<file path="src/rtl/cae_pkg.sv">
// Shared types, codes and constants of the client admission table.
package cae_pkg;

  // Default number of client entries.
  localparam int unsigned DefTableDepth = 8;

  // Depth of the command queue between the front and back parts.
  localparam int unsigned CmdDepth = 2;

  // Configuration port address width: six registers at 4-byte spacing.
  localparam int unsigned PaddrW = 5;

  typedef enum logic [1:0] {
    ReqAdmit   = 2'd0,
    ReqRelease = 2'd1,
    ReqUpdate  = 2'd2,
    ReqShed    = 2'd3
  } cae_req_e;

  typedef enum logic [1:0] {
    PolicyReject   = 2'd0,
    PolicySlowest  = 2'd1,
    PolicyTakeover = 2'd2
  } cae_policy_e;

  typedef enum logic [3:0] {
    StatAccepted = 4'd0,
    StatReplSlow = 4'd1,
    StatReplTake = 4'd2,
    StatRejMem   = 4'd3,
    StatRejCap   = 4'd4,
    StatReleased = 4'd5,
    StatNotFound = 4'd6,
    StatUpdated  = 4'd7,
    StatShed     = 4'd8,
    StatNoShed   = 4'd9
  } cae_status_e;

  typedef enum logic [2:0] {
    RegMaxClients = 3'd0,
    RegPolicy     = 3'd1,
    RegRejHeap    = 3'd2,
    RegRejBlock   = 3'd3,
    RegShedHeap   = 3'd4,
    RegShedBlock  = 3'd5
  } cae_reg_e;

  typedef enum logic [1:0] {
    StIdle = 2'd0,
    StScan = 2'd1,
    StExec = 2'd2
  } cae_state_e;

  typedef struct packed {
    logic [7:0]  max_clients;
    logic [1:0]  policy;
    logic [31:0] rej_heap;
    logic [31:0] rej_block;
    logic [31:0] shed_heap;
    logic [31:0] shed_block;
  } cae_cfg_t;

  // Classified request as it travels from front to back.
  typedef struct packed {
    cae_req_e    req;
    logic [31:0] client_id;
    logic        takeover;
    logic        queue_full;
    logic [15:0] queue_len;
    logic [31:0] now_ms;
    logic        mem_ok;
    logic        critical;
  } cae_cmd_t;

  typedef struct packed {
    cae_status_e status;
    logic        evicted_valid;
    logic [31:0] evicted_id;
    logic [7:0]  active_count;
    logic [31:0] rejected_total;
    logic [31:0] evicted_total;
  } cae_res_t;

endpackage

</file>
<file path="src/rtl/cae_front.sv">
// Front part: accepts request words, classifies memory pressure, queues commands.
module cae_front (
  input  logic               clk_i,
  input  logic               rst_ni,
  input  cae_pkg::cae_cfg_t  cfg_i,
  input  logic               push_i,
  output logic               full_o,
  input  logic [1:0]         req_type_i,
  input  logic [31:0]        client_id_i,
  input  logic               takeover_i,
  input  logic               queue_full_i,
  input  logic [15:0]        queue_len_i,
  input  logic [31:0]        free_heap_i,
  input  logic [31:0]        largest_block_i,
  input  logic [31:0]        now_ms_i,
  output logic               cmd_valid_o,
  output cae_pkg::cae_cmd_t  cmd_o,
  input  logic               cmd_pop_i
);
  import cae_pkg::*;

  localparam int unsigned PtrW = (CmdDepth > 1) ? $clog2(CmdDepth) : 1;

  cae_cmd_t          cmd_new;
  cae_cmd_t          queue_q [CmdDepth];
  logic [PtrW-1:0]   wr_ptr_q, wr_ptr_d;
  logic [PtrW-1:0]   rd_ptr_q, rd_ptr_d;
  logic [PtrW:0]     cnt_q, cnt_d;
  logic              headroom;
  logic              critical;
  logic              push_ok;
  logic              pop_ok;

  // Classify against the thresholds as the word arrives.
  assign headroom = (free_heap_i >= cfg_i.rej_heap) && (largest_block_i >= cfg_i.rej_block);
  assign critical = !((free_heap_i >= cfg_i.shed_heap) && (largest_block_i >= cfg_i.shed_block));

  always_comb begin
    cmd_new            = '0;
    cmd_new.req        = cae_req_e'(req_type_i);
    cmd_new.client_id  = client_id_i;
    cmd_new.takeover   = takeover_i;
    cmd_new.queue_full = queue_full_i;
    cmd_new.queue_len  = queue_len_i;
    cmd_new.now_ms     = now_ms_i;
    cmd_new.mem_ok     = headroom && !critical;
    cmd_new.critical   = critical;
  end

  assign full_o      = (cnt_q == (PtrW+1)'(CmdDepth));
  assign cmd_valid_o = (cnt_q != '0);
  assign cmd_o       = queue_q[rd_ptr_q];
  assign push_ok     = push_i && !full_o;
  assign pop_ok      = cmd_pop_i && cmd_valid_o;

  always_comb begin
    wr_ptr_d = wr_ptr_q;
    rd_ptr_d = rd_ptr_q;
    cnt_d    = cnt_q;
    if (push_ok) begin
      wr_ptr_d = (wr_ptr_q == PtrW'(CmdDepth - 1)) ? '0 : wr_ptr_q + PtrW'(1);
    end
    if (pop_ok) begin
      rd_ptr_d = (rd_ptr_q == PtrW'(CmdDepth - 1)) ? '0 : rd_ptr_q + PtrW'(1);
    end
    if (push_ok && !pop_ok) begin
      cnt_d = cnt_q + (PtrW+1)'(1);
    end else if (pop_ok && !push_ok) begin
      cnt_d = cnt_q - (PtrW+1)'(1);
    end
  end

  always_ff @(posedge clk_i or negedge rst_ni) begin
    if (!rst_ni) begin
      wr_ptr_q <= '0;
      rd_ptr_q <= '0;
      cnt_q    <= '0;
    end else begin
      wr_ptr_q <= wr_ptr_d;
      rd_ptr_q <= rd_ptr_d;
      cnt_q    <= cnt_d;
    end
  end

  always_ff @(posedge clk_i) begin
    if (push_ok) begin
      queue_q[wr_ptr_q] <= cmd_new;
    end
  end

endmodule

</file>
<file path="src/rtl/cae_back.sv">
// Back part: scans the client table, carries out a command, holds the result.
module cae_back #(
  parameter int unsigned TableDepth = cae_pkg::DefTableDepth
) (
  input  logic               clk_i,
  input  logic               rst_ni,
  input  cae_pkg::cae_cfg_t  cfg_i,
  input  logic               cmd_valid_i,
  input  cae_pkg::cae_cmd_t  cmd_i,
  output logic               cmd_pop_o,
  output logic               res_valid_o,
  output cae_pkg::cae_res_t  res_o,
  input  logic               res_pop_i
);
  import cae_pkg::*;

  localparam int unsigned IdxW = (TableDepth > 1) ? $clog2(TableDepth) : 1;

  cae_state_e        state_q, state_d;
  cae_cmd_t          cmd_q;
  logic [IdxW-1:0]   scan_idx_q;
  logic              scan_en, scan_last, exec_go;

  // Table
  logic [TableDepth-1:0] act_q, act_d;
  logic [TableDepth-1:0] full_q;
  logic [31:0]           ids_q   [TableDepth];
  logic [31:0]           times_q [TableDepth];
  logic [15:0]           qlen_q  [TableDepth];

  // Scan trackers
  logic              hit_found_q, free_found_q, slow_found_q, old_found_q;
  logic [IdxW-1:0]   hit_idx_q, free_idx_q, slow_idx_q, old_idx_q;
  logic              slow_full_q;
  logic [15:0]       slow_qlen_q;
  logic [31:0]       slow_id_q, old_id_q, old_time_q;
  logic              hit_take, free_take, slow_take, old_take;

  logic              e_act, e_full;
  logic [15:0]       e_qlen;
  logic [31:0]       e_id, e_time;

  // Execute decisions
  cae_status_e       status;
  logic              evict_en, ins_en, rel_en, upd_en, rej_en;
  logic [IdxW-1:0]   evict_idx, ins_idx;
  logic [31:0]       evict_id;
  logic [7:0]        active_q, active_dec, active_d;
  logic [31:0]       rej_cnt_q, ev_cnt_q;
  cae_res_t          res_q, res_d;
  logic              res_valid_q;

  // ---------------------------------------------------------------- control
  always_comb begin
    state_d = state_q;
    unique case (state_q)
      StIdle: if (cmd_valid_i) state_d = StScan;
      StScan: if (scan_last) state_d = StExec;
      StExec: if (!res_valid_q) state_d = StIdle;
      default: state_d = StIdle;
    endcase
  end

  always_comb begin
    cmd_pop_o = (state_q == StIdle) && cmd_valid_i;
    scan_en   = (state_q == StScan);
    exec_go   = (state_q == StExec) && !res_valid_q;
  end

  assign scan_last = (scan_idx_q == IdxW'(TableDepth - 1));

  // ---------------------------------------------------------------- scan
  assign e_act  = act_q[scan_idx_q];
  assign e_full = full_q[scan_idx_q];
  assign e_qlen = qlen_q[scan_idx_q];
  assign e_id   = ids_q[scan_idx_q];
  assign e_time = times_q[scan_idx_q];

  assign hit_take  = scan_en && e_act && !hit_found_q && (e_id == cmd_q.client_id);
  assign free_take = scan_en && !e_act && !free_found_q;
  // Full queue wins, then strictly longer queue; ties keep the lower index.
  assign slow_take = scan_en && e_act &&
                     (!slow_found_q || (e_full && !slow_full_q) ||
                      ((e_full == slow_full_q) && (e_qlen > slow_qlen_q)));
  assign old_take  = scan_en && e_act && (!old_found_q || (e_time < old_time_q));

  // ---------------------------------------------------------------- execute
  always_comb begin
    status    = StatNotFound;
    evict_en  = 1'b0;
    evict_idx = slow_idx_q;
    evict_id  = slow_id_q;
    ins_en    = 1'b0;
    ins_idx   = free_idx_q;
    rel_en    = 1'b0;
    upd_en    = 1'b0;
    rej_en    = 1'b0;
    unique case (cmd_q.req)
      ReqAdmit: begin
        if (!cmd_q.mem_ok) begin
          status = StatRejMem;
          rej_en = 1'b1;
        end else if (active_q >= cfg_i.max_clients) begin
          if ((cfg_i.policy == PolicySlowest) && slow_found_q &&
              (slow_full_q || (slow_qlen_q != '0))) begin
            status   = StatReplSlow;
            evict_en = 1'b1;
          end else if ((cfg_i.policy == PolicyTakeover) && cmd_q.takeover && old_found_q) begin
            status    = StatReplTake;
            evict_en  = 1'b1;
            evict_idx = old_idx_q;
            evict_id  = old_id_q;
          end else begin
            status = StatRejCap;
            rej_en = 1'b1;
          end
          // The evicted entry frees up; take it unless a lower one was free.
          if (evict_en) begin
            ins_en  = 1'b1;
            ins_idx = (free_found_q && (free_idx_q < evict_idx)) ? free_idx_q : evict_idx;
          end
        end else if (free_found_q) begin
          status = StatAccepted;
          ins_en = 1'b1;
        end else begin
          status = StatRejCap;
          rej_en = 1'b1;
        end
      end
      ReqRelease: begin
        if (hit_found_q) begin
          status = StatReleased;
          rel_en = 1'b1;
        end
      end
      ReqUpdate: begin
        if (hit_found_q) begin
          status = StatUpdated;
          upd_en = 1'b1;
        end
      end
      ReqShed: begin
        if (cmd_q.critical && slow_found_q) begin
          status   = StatShed;
          evict_en = 1'b1;
        end else begin
          status = StatNoShed;
        end
      end
      default: status = StatNotFound;
    endcase
  end

  always_comb begin
    active_dec = ((evict_en || rel_en) && (active_q != '0)) ? active_q - 8'd1 : active_q;
    active_d   = ins_en ? active_dec + 8'd1 : active_dec;
  end

  // Clear before set: an evicted entry may be refilled at once.
  always_comb begin
    act_d = act_q;
    if (exec_go) begin
      if (evict_en) act_d[evict_idx] = 1'b0;
      if (rel_en)   act_d[hit_idx_q] = 1'b0;
      if (ins_en)   act_d[ins_idx]   = 1'b1;
    end
  end

  always_comb begin
    res_d                = '0;
    res_d.status         = status;
    res_d.evicted_valid  = evict_en;
    res_d.evicted_id     = evict_en ? evict_id : '0;
    res_d.active_count   = active_d;
    res_d.rejected_total = rej_cnt_q + 32'(rej_en);
    res_d.evicted_total  = ev_cnt_q + 32'(evict_en);
  end

  assign res_valid_o = res_valid_q;
  assign res_o       = res_q;

  // ---------------------------------------------------------------- registers
  always_ff @(posedge clk_i or negedge rst_ni) begin
    if (!rst_ni) begin
      state_q      <= StIdle;
      scan_idx_q   <= '0;
      hit_found_q  <= 1'b0;
      free_found_q <= 1'b0;
      slow_found_q <= 1'b0;
      old_found_q  <= 1'b0;
      act_q        <= '0;
      active_q     <= '0;
      rej_cnt_q    <= '0;
      ev_cnt_q     <= '0;
      res_valid_q  <= 1'b0;
    end else begin
      state_q <= state_d;
      if (cmd_pop_o) begin
        scan_idx_q   <= '0;
        hit_found_q  <= 1'b0;
        free_found_q <= 1'b0;
        slow_found_q <= 1'b0;
        old_found_q  <= 1'b0;
      end else if (scan_en) begin
        if (!scan_last) scan_idx_q <= scan_idx_q + IdxW'(1);
        if (hit_take)  hit_found_q  <= 1'b1;
        if (free_take) free_found_q <= 1'b1;
        if (slow_take) slow_found_q <= 1'b1;
        if (old_take)  old_found_q  <= 1'b1;
      end
      if (exec_go) begin
        act_q       <= act_d;
        active_q    <= active_d;
        rej_cnt_q   <= res_d.rejected_total;
        ev_cnt_q    <= res_d.evicted_total;
        res_valid_q <= 1'b1;
      end else if (res_valid_q && res_pop_i) begin
        res_valid_q <= 1'b0;
      end
    end
  end

  always_ff @(posedge clk_i) begin
    if (cmd_pop_o) cmd_q <= cmd_i;
    if (hit_take)  hit_idx_q  <= scan_idx_q;
    if (free_take) free_idx_q <= scan_idx_q;
    if (slow_take) begin
      slow_idx_q  <= scan_idx_q;
      slow_full_q <= e_full;
      slow_qlen_q <= e_qlen;
      slow_id_q   <= e_id;
    end
    if (old_take) begin
      old_idx_q  <= scan_idx_q;
      old_time_q <= e_time;
      old_id_q   <= e_id;
    end
    if (exec_go) begin
      res_q <= res_d;
      if (ins_en) begin
        ids_q[ins_idx]   <= cmd_q.client_id;
        times_q[ins_idx] <= cmd_q.now_ms;
        qlen_q[ins_idx]  <= '0;
        full_q[ins_idx]  <= 1'b0;
      end else if (upd_en) begin
        qlen_q[hit_idx_q] <= cmd_q.queue_len;
        full_q[hit_idx_q] <= cmd_q.queue_full;
      end
    end
  end

  // ---------------------------------------------------------------- checks
  a_count_matches: assert property (@(posedge clk_i) disable iff (!rst_ni)
    active_q == 8'($countones(act_q)))
    else $error("active count differs from number of live entries");

  a_evict_live: assert property (@(posedge clk_i) disable iff (!rst_ni)
    exec_go && evict_en |-> act_q[evict_idx])
    else $error("eviction of an inactive entry");

  a_insert_free: assert property (@(posedge clk_i) disable iff (!rst_ni)
    exec_go && ins_en |-> (!act_q[ins_idx] || (evict_en && (ins_idx == evict_idx))))
    else $error("new client placed over a live entry");

  a_result_held: assert property (@(posedge clk_i) disable iff (!rst_ni)
    exec_go |=> res_valid_q)
    else $error("finished command left no result");

endmodule

</file>
<file path="src/rtl/client_admission_evict_table.sv">
// Top level of the client admission table: configuration registers and the two parts.
//
//  channel    | handshake             | word
//  -----------+-----------------------+------------------------------------------------
//  request    | push / full           | req_type, client_id, takeover, queue_full,
//             |                       | can_send, queue_len, free_heap, largest_block,
//             |                       | now_ms
//  result     | empty / pop           | status, evicted_valid, evicted_client_id,
//             |                       | active_count, rejected_total, evicted_total
//  config     | psel/penable/pwrite   | register at paddr[4:2], 32-bit pwdata/prdata
//
// The back part first loads a command, then scans the table, which it walks a single
// entry at a time, and last executes the command and registers the result.
// The front queue holds two classified words, so requests are taken while the back
// part works and while a result waits to be popped; the back part stalls in its
// execute step until the result register is free.
// Reset clears the live bits of all entries at once: no clearing pass is needed.
// The can_send flag is accepted with each word; no decision depends on it.
module client_admission_evict_table #(
  parameter int unsigned TableDepth = cae_pkg::DefTableDepth
) (
  input  logic                        clk_i,
  input  logic                        rst_ni,
  // request queue side
  input  logic                        push,
  output logic                        full,
  input  logic [1:0]                  req_type_i,
  input  logic [31:0]                 client_id_i,
  input  logic                        takeover_i,
  input  logic                        queue_full_i,
  input  logic                        can_send_i,
  input  logic [15:0]                 queue_len_i,
  input  logic [31:0]                 free_heap_i,
  input  logic [31:0]                 largest_block_i,
  input  logic [31:0]                 now_ms_i,
  // result queue side
  output logic                        empty,
  input  logic                        pop,
  output logic [3:0]                  status_o,
  output logic                        evicted_valid_o,
  output logic [31:0]                 evicted_client_id_o,
  output logic [7:0]                  active_count_o,
  output logic [31:0]                 rejected_total_o,
  output logic [31:0]                 evicted_total_o,
  // configuration port
  input  logic                        psel,
  input  logic                        penable,
  input  logic                        pwrite,
  input  logic [cae_pkg::PaddrW-1:0]  paddr,
  input  logic [31:0]                 pwdata,
  output logic [31:0]                 prdata,
  output logic                        pready
);
  import cae_pkg::*;

  cae_cfg_t    cfg_q;
  cae_cmd_t    cmd;
  cae_res_t    res;
  logic        cmd_valid, cmd_pop, res_valid;
  logic        cfg_wr;
  logic [2:0]  reg_idx;

  // ---------------------------------------------------------------- config
  assign pready  = 1'b1;
  assign reg_idx = paddr[4:2];
  assign cfg_wr  = psel && penable && pwrite && pready;

  // Writes must arrive only while idle (unchecked); past the last register they drop.
  always_ff @(posedge clk_i or negedge rst_ni) begin
    if (!rst_ni) begin
      cfg_q <= '0;
    end else if (cfg_wr) begin
      unique case (reg_idx)
        RegMaxClients: cfg_q.max_clients <= pwdata[7:0];
        RegPolicy:     cfg_q.policy      <= pwdata[1:0];
        RegRejHeap:    cfg_q.rej_heap    <= pwdata;
        RegRejBlock:   cfg_q.rej_block   <= pwdata;
        RegShedHeap:   cfg_q.shed_heap   <= pwdata;
        RegShedBlock:  cfg_q.shed_block  <= pwdata;
        default: ;
      endcase
    end
  end

  always_comb begin
    unique case (reg_idx)
      RegMaxClients: prdata = {24'd0, cfg_q.max_clients};
      RegPolicy:     prdata = {30'd0, cfg_q.policy};
      RegRejHeap:    prdata = cfg_q.rej_heap;
      RegRejBlock:   prdata = cfg_q.rej_block;
      RegShedHeap:   prdata = cfg_q.shed_heap;
      RegShedBlock:  prdata = cfg_q.shed_block;
      default:       prdata = '0;
    endcase
  end

  // ---------------------------------------------------------------- front
  // Classify pressure on arrival and queue the command.
  cae_front u_front (
    .clk_i           (clk_i),
    .rst_ni          (rst_ni),
    .cfg_i           (cfg_q),
    .push_i          (push),
    .full_o          (full),
    .req_type_i      (req_type_i),
    .client_id_i     (client_id_i),
    .takeover_i      (takeover_i),
    .queue_full_i    (queue_full_i),
    .queue_len_i     (queue_len_i),
    .free_heap_i     (free_heap_i),
    .largest_block_i (largest_block_i),
    .now_ms_i        (now_ms_i),
    .cmd_valid_o     (cmd_valid),
    .cmd_o           (cmd),
    .cmd_pop_i       (cmd_pop)
  );

  // ---------------------------------------------------------------- back
  // Scan the table, act on it and hold the result until popped.
  cae_back #(
    .TableDepth (TableDepth)
  ) u_back (
    .clk_i       (clk_i),
    .rst_ni      (rst_ni),
    .cfg_i       (cfg_q),
    .cmd_valid_i (cmd_valid),
    .cmd_i       (cmd),
    .cmd_pop_o   (cmd_pop),
    .res_valid_o (res_valid),
    .res_o       (res),
    .res_pop_i   (pop)
  );

  assign empty               = !res_valid;
  assign status_o            = res.status;
  assign evicted_valid_o     = res.evicted_valid;
  assign evicted_client_id_o = res.evicted_id;
  assign active_count_o      = res.active_count;
  assign rejected_total_o    = res.rejected_total;
  assign evicted_total_o     = res.evicted_total;

endmodule
</file>
<file path="config.mk">
export PLATFORM = sky130hd
export DESIGN_NAME = client_admission_evict_table
export DESIGN_NICKNAME = d
export VERILOG_FILES = /design/src/rtl/cae_pkg.sv /design/src/rtl/cae_front.sv /design/src/rtl/cae_back.sv /design/src/rtl/client_admission_evict_table.sv
export SDC_FILE = /design/constraint.sdc
export NUM_CORES = 2
export LEC_CHECK = 0
export BUFFER_PORTS_ARGS = -buffer_cell sky130_fd_sc_hd__clkbuf_2
export CAP_MARGIN = 25
export CORE_ASPECT_RATIO = 2
export CORE_UTILIZATION = 55
export DETAILED_ROUTE_END_ITERATION = 7
export PLACE_DENSITY_LB_ADDON = 0.1
export SYNTH_ARGS = -nofsm -noshare
export SYNTH_HDL_FRONTEND = slang
export SYNTH_SLANG_ARGS = --single-unit
</file>
<file path="constraint.sdc">
create_clock -name clk_i -period 9.95 [get_ports clk_i]
set_input_delay 1.99 -clock clk_i [delete_from_list [all_inputs] [get_ports clk_i]]
set_output_delay 1.99 -clock clk_i [all_outputs]
set_load 0.01 [all_outputs]
</file>
==> flow_summary.json <==
{
  "ios": 337,
  "setup-violations-final": 0,
  "grt_pass1_wl_um": 191000,
  "met3_length_um": 6260,
  "worstMarginPinSlew_ns": 1.06,
  "ys_types": 76,
  "drt_pass1_iterations": 6,
  "p_per_area_nw_per_um2": 237,
  "drt_iter0_markers": 2200,
  "hold_viol": 0,
  "tns_ns": 0,
  "holdBufCountCts": 0,
  "grt_max_degree": 160,
  "wl_per_cell_um": 22.8,
  "grt_pass1_vias": 32444,
  "die_area_um2": 106000,
  "vias": 31125,
  "grt_use_total_pct": 24.1,
  "numCtsBuffers": 117,
  "synth_edf_count": 1140,
  "die_y_um": 459,
  "synth.avg_cell_area_um2": 15.9,
  "synth_cells": 3619,
  "multi_input_area_um2": 16300,
  "layout-drive-gt1-share_pct": 23.9,
  "highest_layer": "met5",
  "required_ns": 7.96,
  "fillerInstances": 7697,
  "start_util_pct": 55.5,
  "cts_setup_buffers": 0,
  "async_reset_ff_share_pct": 16.9,
  "path_clk_slew_ns": 0.06,
  "num_rows": 167,
  "ys_ff_latch": 1372,
  "numPortBuffers": 332,
  "place_congestion": 0.871,
  "clockBufferDepth": 3,
  "skew_ns": 0.0265,
  "met1_length_um": 48600,
  "yosys_warnings": 0,
  "fin_crit_ns": 6.67,
  "cts_tree": "done",
  "cts_resized": 0,
  "min_path_type": "reg -> reg",
  "syn_nets": 4010,
  "htreeDepth": 3,
  "vdd_drop_max_v": 0.000182,
  "final_max_slew_viol_count": 0,
  "holdWs_ns": 0.481,
  "dpl.cell_count": 5216,
  "cp_max_fo": 25,
  "syn-cell-area_um2": 57500,
  "path_cells": "clkbuf_2 > nor2_1 > and2_1 > clkinv_1 > o221ai_1 > clkbuf_2",
  "grt.overflow.total": 0,
  "max_freq_mhz": 150,
  "drv_cap": 0,
  "worst-setup-path-type": "in -> out",
  "ant_nets": 0,
  "dpl.hpwl_um": 79500,
  "period_share_pct": 67.0,
  "total_power_mw": 15.5,
  "die_w_um": 231,
  "synth_ff_type": "edfxtp_1",
  "yosysSeqAreaShare_pct": 69.7,
  "syn_to_final_growth_pct": 13.5,
  "crit_arrival_ns": 4.68,
  "cp-end-kind": "output pin",
  "routed_wl_um": 124000,
  "drc": 0,
  "outcome": "finished, final reports clean",
  "slowest_stage": "clkinv_1",
  "rsz0062_at_grt": "false",
  "max-slew-margin-rel_pct": 28.9,
  "register_area_um2": 40100,
  "fin_nets": 4378,
  "viasPerCell": 5.71,
  "met2_wirelength_um": 65800,
  "start_kind": "primary input",
  "fin_cells": 5448,
  "core_um2": 104000,
  "placed_area_um2": 61000,
  "antenna_found_initial": 12,
  "cp_common_cell": "clkbuf_2",
  "cts-root-buf": "clkbuf_16",
  "p_leak_nw": 24.9,
  "cts_sinks": 1372,
  "cp_slowest_stage_delay_ns": 0.90,
  "insertion_delay_ns": 0.74,
  "design_area_um2": 65200
}
final timing paths:
check                                                       from                         endpoint  slack (ns)  cells past startpoint
worst max-delay path                                    paddr[2]                       prdata[12]        3.28                      6
worst min-delay path             u_back.ev_cnt_q[23]$_DFFE_PN0P_  u_back.ev_cnt_q[23]$_DFFE_PN0P_        0.48                      1
worst max register to register  u_back.scan_idx_q[0]$_DFFE_PN0P_  u_back.old_time_q[20]$_DFFE_PP_        4.05                     15
worst min register to register   u_back.ev_cnt_q[23]$_DFFE_PN0P_  u_back.ev_cnt_q[23]$_DFFE_PN0P_        0.48                      1
max in group asynchronous                                 rst_ni   u_back.ev_cnt_q[8]$_DFFE_PN0P_        7.34                      2
min in group asynchronous                                 rst_ni            cfg_q[27]$_DFFE_PN0P_        1.22                      1
power by group:
part	switching, mW	leakage, nW	internal (mW)
logic	1.68	9.32	1.41
registers	0.416	13.5	7.02
clock network	2.10	2.03	2.83
placed cells by master, fill, tap and decap left out, types with 16 or more instances in the layout:
| master | synthesis | layout |
|---|---|---|
| and2_1 | 25 | 25 |
| mux2_2 | 187 | 187 |
| a22oi_1 | 31 | 31 |
| a21o_1 | 60 | 60 |
| nand2b_1 | 25 | 25 |
| nand3_1 | 45 | 45 |
| nand4_1 | 42 | 42 |
| clkinv_2 | 0 | 26 |
| nor3_1 | 29 | 25 |
| clkbuf_2 | 0 | 331 |
| dfrtp_1 | 232 | 228 |
| mux2i_1 | 17 | 17 |
| xnor2_1 | 84 | 84 |
| clkinv_1 | 3 | 16 |
| nor2_1 | 123 | 111 |
| clkbuf_16 | 0 | 119 |
| inv_1 | 216 | 215 |
| bufinv_16 | 0 | 23 |
| buf_4 | 2 | 41 |
| a21oi_1 | 84 | 83 |
| o221ai_1 | 31 | 31 |
| nor2b_1 | 16 | 16 |
| nand2_1 | 318 | 317 |
| xor2_1 | 82 | 82 |
| and3_1 | 25 | 24 |
| mux4_2 | 165 | 165 |
| edfxtp_1 | 1140 | 1140 |
| ha_1 | 198 | 198 |
| o21ai_0 | 190 | 190 |
routing by layer:
layer	track usage (%)	up-vias
li1	-	14364
met1	29.4	15791
met2	43.0	772
met3	3.99	186
met4	8.43	12
met5	0	-
final cells by class:
class	count	area share (%)
antenna	5	0.0192
sequential	1372	61.4
multi-input combinational	1895	25.0
clock inverter	86	1.71
timing repair buffer	382	3.34
clock buffer	137	4.71
tap	1352	2.59
inverter	219	1.27
state kept, by name (all words and copies together), names as in the netlist, 3 cells and up:
signal / flops
u_back.hit_idx_q: 3
u_back.free_idx_q: 3
u_back.active_q: 8
u_back.old_idx_q: 3
u_back.rej_cnt_q: 32
u_back.cmd_q: 86
u_back.old_id_q: 32
u_back.ids_q: 256
cfg_q: 138
u_back.old_time_q: 32
u_back.res_o: 109
u_back.act_q: 8
u_back.full_q: 8
u_back.times_q: 256
u_back.slow_idx_q: 3
u_back.slow_id_q: 32
u_back.scan_idx_q: 3
u_back.qlen_q: 128
u_back.ev_cnt_q: 32
u_front.queue_q: 172
u_back.slow_qlen_q: 16
through the flow:
stage                     setup WS [ns]  utilization, %
after floorplan                    1.86               -
after global placement             3.36            58.7
after detailed placement           3.32            58.8
after CTS                          3.31            62.9
after global routing               3.19            62.9
final                              3.28            62.9
cell usage after synthesis, types with 6 or more instances:
cell / instances / area (µm²)
edfxtp_1: 1140 / 34200
nand2_1: 318 / 1190
dfrtp_1: 232 / 5810
inv_1: 216 / 811
ha_1: 198 / 2480
o21ai_0: 190 / 951
mux2_2: 187 / 2110
mux4_2: 165 / 3720
nor2_1: 123 / 462
clkbuf_1: 104 / 390
a21oi_1: 84 / 420
xnor2_1: 84 / 736
xor2_1: 82 / 718
a21o_1: 60 / 450
nand3_1: 45 / 225
nand4_1: 42 / 263
a22oi_1: 31 / 233
o221ai_1: 31 / 272
nor3_1: 29 / 145
and2_1: 25 / 156
and3_1: 25 / 156
nand2b_1: 25 / 156
buf_2: 18 / 90.1
mux2i_1: 17 / 170
nor2b_1: 16 / 100
a211oi_1: 9 / 67.6
o22ai_1: 8 / 50.1
buf_1: 7 / 26.3
nand4b_1: 7 / 61.3
nor3b_1: 7 / 52.6
a2111oi_0: 6 / 52.6
a31oi_1: 6 / 37.5
nor4_1: 6 / 37.5
cells by family (layout without fill, tap and decap cells):
kind of cell / after synthesis / in the layout / synth area share [%]
buffers and inverters: 352 / 824 / 2.38
other: 1 / 6 / 0.00652
and+or+nand+nor: 695 / 695 / 5.63
muxes: 369 / 369 / 10.4
adders and majority gates: 199 / 199 / 4.33
xor gates and xnor gates: 166 / 166 / 2.53
DFF: 1372 / 1372 / 69.7
AOI/OAI and AO/OA: 465 / 465 / 5.05
critical path, delay by kind of cell:
| kind | cells | cell delay, ns |
|---|---|---|
| AO/OA/AOI/OAI | 1 | 0.66 |
| buffers and inverters | 3 | 1.41 |
| AND/OR/NAND/NOR | 2 | 0.60 |
Power figures use the tool's default switching activity.
